### src/hdl/iaf_pkg.sv
`default_nettype none
package iaf_pkg;

  localparam int IdxW = 2;
  localparam int CfgW = 31;

  localparam logic [IdxW-1:0] REG_BARO_WEIGHT  = 2'd0;
  localparam logic [IdxW-1:0] REG_ACCEL_WEIGHT = 2'd1;
  localparam logic [IdxW-1:0] REG_BIAS_WEIGHT  = 2'd2;
  localparam logic [IdxW-1:0] REG_GRAVITY      = 2'd3;

  localparam logic [CfgW-1:0] BARO_WEIGHT_RST  = 31'd32768;
  localparam logic [CfgW-1:0] ACCEL_WEIGHT_RST = 31'd1310720;
  localparam logic [CfgW-1:0] BIAS_WEIGHT_RST  = 31'd3277;
  localparam logic [CfgW-1:0] GRAVITY_RST      = 31'd642689;

  // Unit operation codes.
  localparam logic [1:0] OP_Q16  = 2'd0;  // a*b, round at 16 bits, saturate
  localparam logic [1:0] OP_Q14  = 2'd1;  // (acc + a*b), round at 14, saturate
  localparam logic [1:0] OP_MAC  = 2'd2;  // acc + a*b, no rounding
  localparam logic [1:0] OP_DIV3 = 2'd3;  // a*b >> 33, for a reciprocal of 3

  // ceil(2^33 / 3): (n * DIV3_MUL) >> 33 equals n / 3 for any n below 2^32.
  localparam logic signed [32:0] DIV3_MUL = 33'sh0AAAAAAAB;

  // Saturate a 66-bit signed value to 32 bits.
  function automatic logic signed [31:0] sat32(input logic signed [65:0] v);
    logic signed [65:0] hi;
    logic signed [65:0] lo;
    begin
      hi = 66'sd2147483647;
      lo = -66'sd2147483648;
      if (v > hi) sat32 = 32'sh7fffffff;
      else if (v < lo) sat32 = 32'sh80000000;
      else sat32 = v[31:0];
    end
  endfunction

endpackage
`default_nettype wire

### src/hdl/iaf_mul_unit.sv
`default_nettype none
// Shared multiplier: one 33x33 signed product a cycle, registered. On the
// next cycle the result of op, saturated, is presented on res; for a started
// op the accumulator takes the running sum or clears at the following edge.
module iaf_mul_unit (
  input  wire logic                clk,
  input  wire logic                rst,
  input  wire logic                start,
  input  wire logic [1:0]          op,
  input  wire logic signed [32:0]  a,
  input  wire logic signed [32:0]  b,
  output logic signed [31:0]       res
);
  import iaf_pkg::*;

  logic signed [65:0] prod;
  logic [1:0]         op_q;
  logic               go_q;
  logic signed [65:0] acc;
  logic signed [65:0] sum;
  logic signed [65:0] rnd;

  // Product register.
  always_ff @(posedge clk) begin
    prod <= 66'(a) * 66'(b);
    op_q <= op;
    go_q <= start;
  end

  // Rounding step: floor((x + half) >> sh) matches round half up.
  always_comb begin
    sum = (op_q == OP_Q16) ? prod : acc + prod;
    unique case (op_q)
      OP_Q16:  rnd = (sum + 66'sd32768) >>> 16;
      OP_Q14:  rnd = (sum + 66'sd8192) >>> 14;
      OP_DIV3: rnd = prod >>> 33;
      OP_MAC:  rnd = sum;
    endcase
  end

  assign res = sat32(rnd);

  // Accumulator keeps the sum across MAC steps and clears otherwise.
  always_ff @(posedge clk) begin
    if (rst) begin
      acc <= 66'sd0;
    end else if (go_q) begin
      if (op_q == OP_MAC) acc <= sum;
      else acc <= 66'sd0;
    end
  end
endmodule
`default_nettype wire

### config.mk
export PLATFORM = sky130hd
export DESIGN_NAME = iaf_mul_unit
export DESIGN_NICKNAME = d
export VERILOG_FILES = /design/src/hdl/iaf_pkg.sv /design/src/hdl/iaf_mul_unit.sv
export SDC_FILE = /design/constraint.sdc
export NUM_CORES = 2
export LEC_CHECK = 0
export ABC_AREA = 0
export BUFFER_PORTS_ARGS = -buffer_cell sky130_fd_sc_hd__buf_2
export CAP_MARGIN = 15
export CORE_ASPECT_RATIO = 1.25
export CORE_MARGIN = 1
export CORE_UTILIZATION = 50
export CTS_CLUSTER_DIAMETER = 80
export CTS_CLUSTER_SIZE = 28
export DETAILED_ROUTE_END_ITERATION = 8
export PLACE_DENSITY = 0.8
export SETUP_SLACK_MARGIN = 0.05
export SYNTH_ARGS = -nofsm -noshare
export SYNTH_HDL_FRONTEND = slang
export SYNTH_SLANG_ARGS = --single-unit
### constraint.sdc
create_clock -name clk -period 8.8 [get_ports clk]
set_input_delay 0.88 -clock clk [delete_from_list [all_inputs] [get_ports clk]]
set_output_delay 0.88 -clock clk [all_outputs]
set_load 0.005 [all_outputs]
Word level (Yosys, flattened, before mapping)
Index checks and enable logic that the tools add are counted.

$mul: 1. Muxes and demuxes: 5. Add/subtract/negate cells: 3. Shift-type cells: 0. Bitwise gates (word level): 0. Reductions and logical operators: 1. Order comparisons: 2. Eq/ne operators: 3. Div/mod/pow operators: 0.

Operators with widths (count): case mux 66 bit (4 select lines) (1); 2-to-1 mux 66 bit (2); adder 66 x 15 -> 66 bit (second input constant) (1); adder 66 x 17 -> 66 bit (second input constant) (1); adder 66 bit (1); > comparator 66 x 32 -> 1 bit (second input constant) (1); < comparator 66 x 32 -> 1 bit (second input constant) (1); multiplier 33 x 33 -> 66 bit (1); 2-to-1 mux 32 bit (2); equality test 2 bit (second input constant) (2); equality test 2 x 1 -> 1 bit (second input constant) (1); zero test 2 bit (1).

Memory bits (writable): 0. ROM bits: 0. Register bits after elaboration: 135. Bits in latches: 0. Memories: 0.

Logic depth before layout (Yosys ltp)
Word-level depth: 7. Depth in mapped cells: 36. Gate-level depth less buffers: 35.

Least setup slack after synthesis
Ideal clock, no wire load.

Path type: input to register. From: input b[7]. To: register prod[64]. Cell stages on the path: 34. Library setup time: 72 ps. Arrival: 8677 ps. Setup slack: 50 ps. Buffers on the path: 2. Cells stage by stage: clkbuf_1 -> clkbuf_1 -> nand2_1 -> fa_1 -> inv_1 -> fa_1 -> fa_1 -> inv_1 -> fa_1 -> fa_1 -> inv_1 -> fa_1 -> fa_1 -> inv_1 -> fa_1 -> inv_1 -> ha_1 -> a21o_1 -> a21oi_1 -> o21bai_1 -> a21o_1 -> a21oi_1 -> o31a_1 -> a21oi_1 -> o21ai_0 -> o311ai_0 -> a32o_1 -> a311o_1 -> a21oi_1 -> nor2_1 -> nor2_1 -> o211ai_1 -> a21oi_1 -> xnor2_1.

Cells in the longest elaborated chain, start to end: 1.

RTL lines: from (decl) (line iaf_mul_unit.sv:11) `input wire logic signed [32:0] b,`; multiplier 33 x 33 -> 66 bit (line iaf_mul_unit.sv:25) `prod <= 66'(a) * 66'(b);`; to (signal assigned) (line iaf_mul_unit.sv:25); to (decl) (line iaf_mul_unit.sv:16) `logic signed [65:0] prod;`.

No other way between the ends. A chain may end at the register's enable or synchronous reset.

Worst setup path after layout
From: register prod[23]. To: output res[26].

Cells in the longest elaborated chain, start to end: 7. Elaborated cells between the ends (all ways): 9.

RTL lines: adder 66 bit (line iaf_mul_unit.sv:32) `sum = (op_q == OP_Q16) ? prod : acc + prod;`; 2-to-1 mux 66 bit (*) (line iaf_mul_unit.sv:32); adder 66 x 17 -> 66 bit / adder 66 x 15 -> 66 bit (equally long branches) (line iaf_mul_unit.sv:34, iaf_mul_unit.sv:35); case mux 66 bit (4 select lines) (*) (line iaf_mul_unit.sv:33) `unique case (op_q)`; < comparator 66 x 32 -> 1 bit (line iaf_pkg.sv:34) `else if (v < lo) sat32 = 32'sh80000000;`; 2-to-1 mux 32 bit (line iaf_pkg.sv:34); 2-to-1 mux 32 bit (*) (line iaf_pkg.sv:33) `if (v > hi) sat32 = 32'sh7fffffff;`; to (decl) (line iaf_mul_unit.sv:12) `output logic signed [31:0] res`.

Every way passes the cells marked *; elsewhere a longest branch is shown, timed or not.

==> impl_metrics.toml <==
[layout]
drive_above_1_share_pct = 11.76
regArea_sq_um = 2708
syn_to_final_growth_pct = 9.386
fin_nets = 7795
multiInputGateArea_sq_um = 44420
n_fill_cell = 9186

[clock_network]
htreeDepth = 4
numCtsBuffers = 17
clkTransAtPathRegs_ns = 0.07
clock_sinks = 135
clk_latency_ns = 0.48
cts_buffer_depth = 2
ctsRootBufferMaster = "clkbuf_16"
cts_tree = "yes"
cts_hold_buf = 0

[die]
die_area_sq_um = 106600
ios = 103
die_x_um = 292.2
die_y_um = 364.8
core_area_sq_um = 104100
fp-row-count = 132
initial_core_util_pct = 50.59

[worst_hold_path]
hp-class = "flop to flop"

[yosys]
synthDominantCellAreaShare_pct = 43.58
synth_compound_area_share_pct = 10.46
ys_warn_count = 0
post_synth_fa_ha_maj_area_fraction_pct = 50.33
synth-main-ff-cell = "dfxtp_1"
netlist_area_sq_um = 52640
synth.distinct_cells = 123
synthTopCellsByCount = "1146 x fa_1, 1143 x inv_1, 898 x nand2_1"
synth_mux_area_share_pct = 1.172
synth-seq-cells = 135
syn_nets = 7602
synth_area_leaders = "fa_1 44%, inv_1 8.2%, ha_1 6.8%"
synth_top_area_cell = "fa_1"
synth_top_family_by_area = "adder cells"
synth_xor_area_share_pct = 3.159
synth_seq_area_share_pct = 5.134
async_reset_ff_share_pct = 0
syn_area_per_cell_sq_um = 8.628
synthCells = 6101
synthSimpleGateAreaFrac_pct = 18.90
synth_most_common_cell = "fa_1"
synth_edf_count = 0

[drt]
drc = 0
route.detailed.wl_per_inst_um = 22.54
finalWirelength_um = 172600
routed_via_density = 5.809
drtIter0Drc = 3305
antenna_left = 0
detail_route.first_pass.iterations = 6
vias = 44472

[global_route]
gr-usage-met3_pct = 4.257
antenna_found_initial = 12
grt.total_usage_pct = 33.00
grt_max_degree = 67
use_met1_pct = 36.80
gr-total-overflow = 0
grt_pass1_wl_um = 268000
grt.busiest_layer = "met2"
grt_pass1_vias = 47836
gr-usage-met2_pct = 58.10

[critical_path]
worstPathMaxFanout = 14
worstPathRequired_ns = 7.92
path_class = "flop to output port"
endpoint_kind = "output port"
worstPathArrival_ns = 7.64
crit_path_start_kind = "flop"

[timing]
setup_viol = 0
hold_viol = 0
fin_crit_ns = 8.520
worst_pin_slew_ns = 1.245
relSlewSlack_pct = 15.95
finClkSkew_ns = 0.01712
finalSetupTns_ns = 0
slew_viol_final = 0
fmax_mhz = 117.4
fin_crit_sh_pct = 96.82
rsz0062_at_grt = "false"

[placement]
gp_congestion = 1.063
hpwl_um = 148300
io_buffers = 102

[run_status]
outcome = "finished clean"

[job]
drv_cap = 0
[area by class of cell]
cell class	count	area share, %
Sequential cell	135	4.702
Tap cell	1340	2.912
Inverter	1144	7.458
Clock inverter	14	0.2303
Antenna cell	9	0.03911
Multi-Input combinational cell	4481	77.14
Timing Repair Buffer	515	6.758
Clock buffer	18	0.7627
[cells by family after synthesis]
group	after synthesis
AND/OR/NAND/NOR	2039
buffers and inverters	1485
adder cells (fa/ha/maj)	1430
AO/OA/AOI/OAI	775
XOR/XNOR	189
flip-flops	135
multiplexers	48
[final timing paths]
| path | slack [ns] | cells past startpoint | from | to |
|---|---|---|---|---|
| max | 0.28 | 20 | prod[23]$_DFF_P_ | res[26] |
| min reg2reg | 0.47 | 2 | acc[38]$_SDFFE_PP0P_ | acc[38]$_SDFFE_PP0P_ |
| max reg2reg | 4.01 | 14 | prod[27]$_DFF_P_ | acc[65]$_SDFFE_PP0P_ |
| min | 0.47 | 2 | acc[38]$_SDFFE_PP0P_ | acc[38]$_SDFFE_PP0P_ |
[metal layers]
layer / share of wire, % / wire length (um)
met1: 36 / 61400
met2: 49 / 85170
met3: 6.7 / 11610
met4: 8.3 / 14380
met5: 0.018 / 31
[sequential cells by signal, summed over array words and instances, names as in the netlist]
name / count
go_q: 1
prod: 66
op_q: 2
acc: 66
[through the flow]
step                      worst slack [ns]  hold WS, ns  util (%)  instance area, sq um  std cells
final                               0.2802       0.4676     55.34                 57580       7656
after global routing               0.05262       0.4846     55.34                 57580       7656
after CTS                          0.05954       0.4717     55.13                 57360       7646
after detailed placement           -0.5228       0.4620     54.57                 56780       7614
after global placement             -0.4819       0.4525     54.57                 56780       7614
after floorplan                    0.05038       0.4448         -                 52640       6101
[cell usage in the layout (no fill, tap or decap), types with 33 or more instances in the layout]
master | netlist | final
inv_1 | 1143 | 1143
fa_1 | 1146 | 1143
nand2_1 | 898 | 898
and2_1 | 408 | 408
buf_4 | 6 | 388
ha_1 | 284 | 284
nor2_1 | 248 | 243
a21oi_1 | 213 | 206
dfxtp_1 | 135 | 133
xnor2_1 | 120 | 120
o21ai_0 | 108 | 106
buf_2 | 41 | 97
nand3_1 | 88 | 88
xor2_1 | 68 | 68
a21o_1 | 66 | 66
nor3_1 | 64 | 62
nor4_1 | 58 | 57
nand4_1 | 44 | 44
nand2b_1 | 39 | 39
nand2_2 | 33 | 33
[repair_timing]
action	4_1_cts	5_1_grt
setup endpoints to repair	2	24
setup buffers	0	1
pin swaps	0	10
gates resized for setup	2	46
[worst max-delay path, cell delays in order (launching register included)]
cell	delay, ns
dfxtp_1	0.44
ha_1	0.65
nand2_1	0.19
nor3_1	0.57
nand2_1	0.14
or3_1	0.41
a31oi_1	0.25
mux2i_1	0.46
nand2_1	0.26
nor4_4	0.54
nand2_2	0.10
or4_1	0.68
or4_1	0.54
o21ai_1	0.10
o22ai_1	0.17
or4_4	0.59
nor4_4	0.38
buf_4	0.34
nand2_2	0.08
o211ai_2	0.09
buf_2	0.15
Power is left out: the tool's default activity adds up to more than one toggle a clock period on the data nets, which glitch-free logic cannot reach.
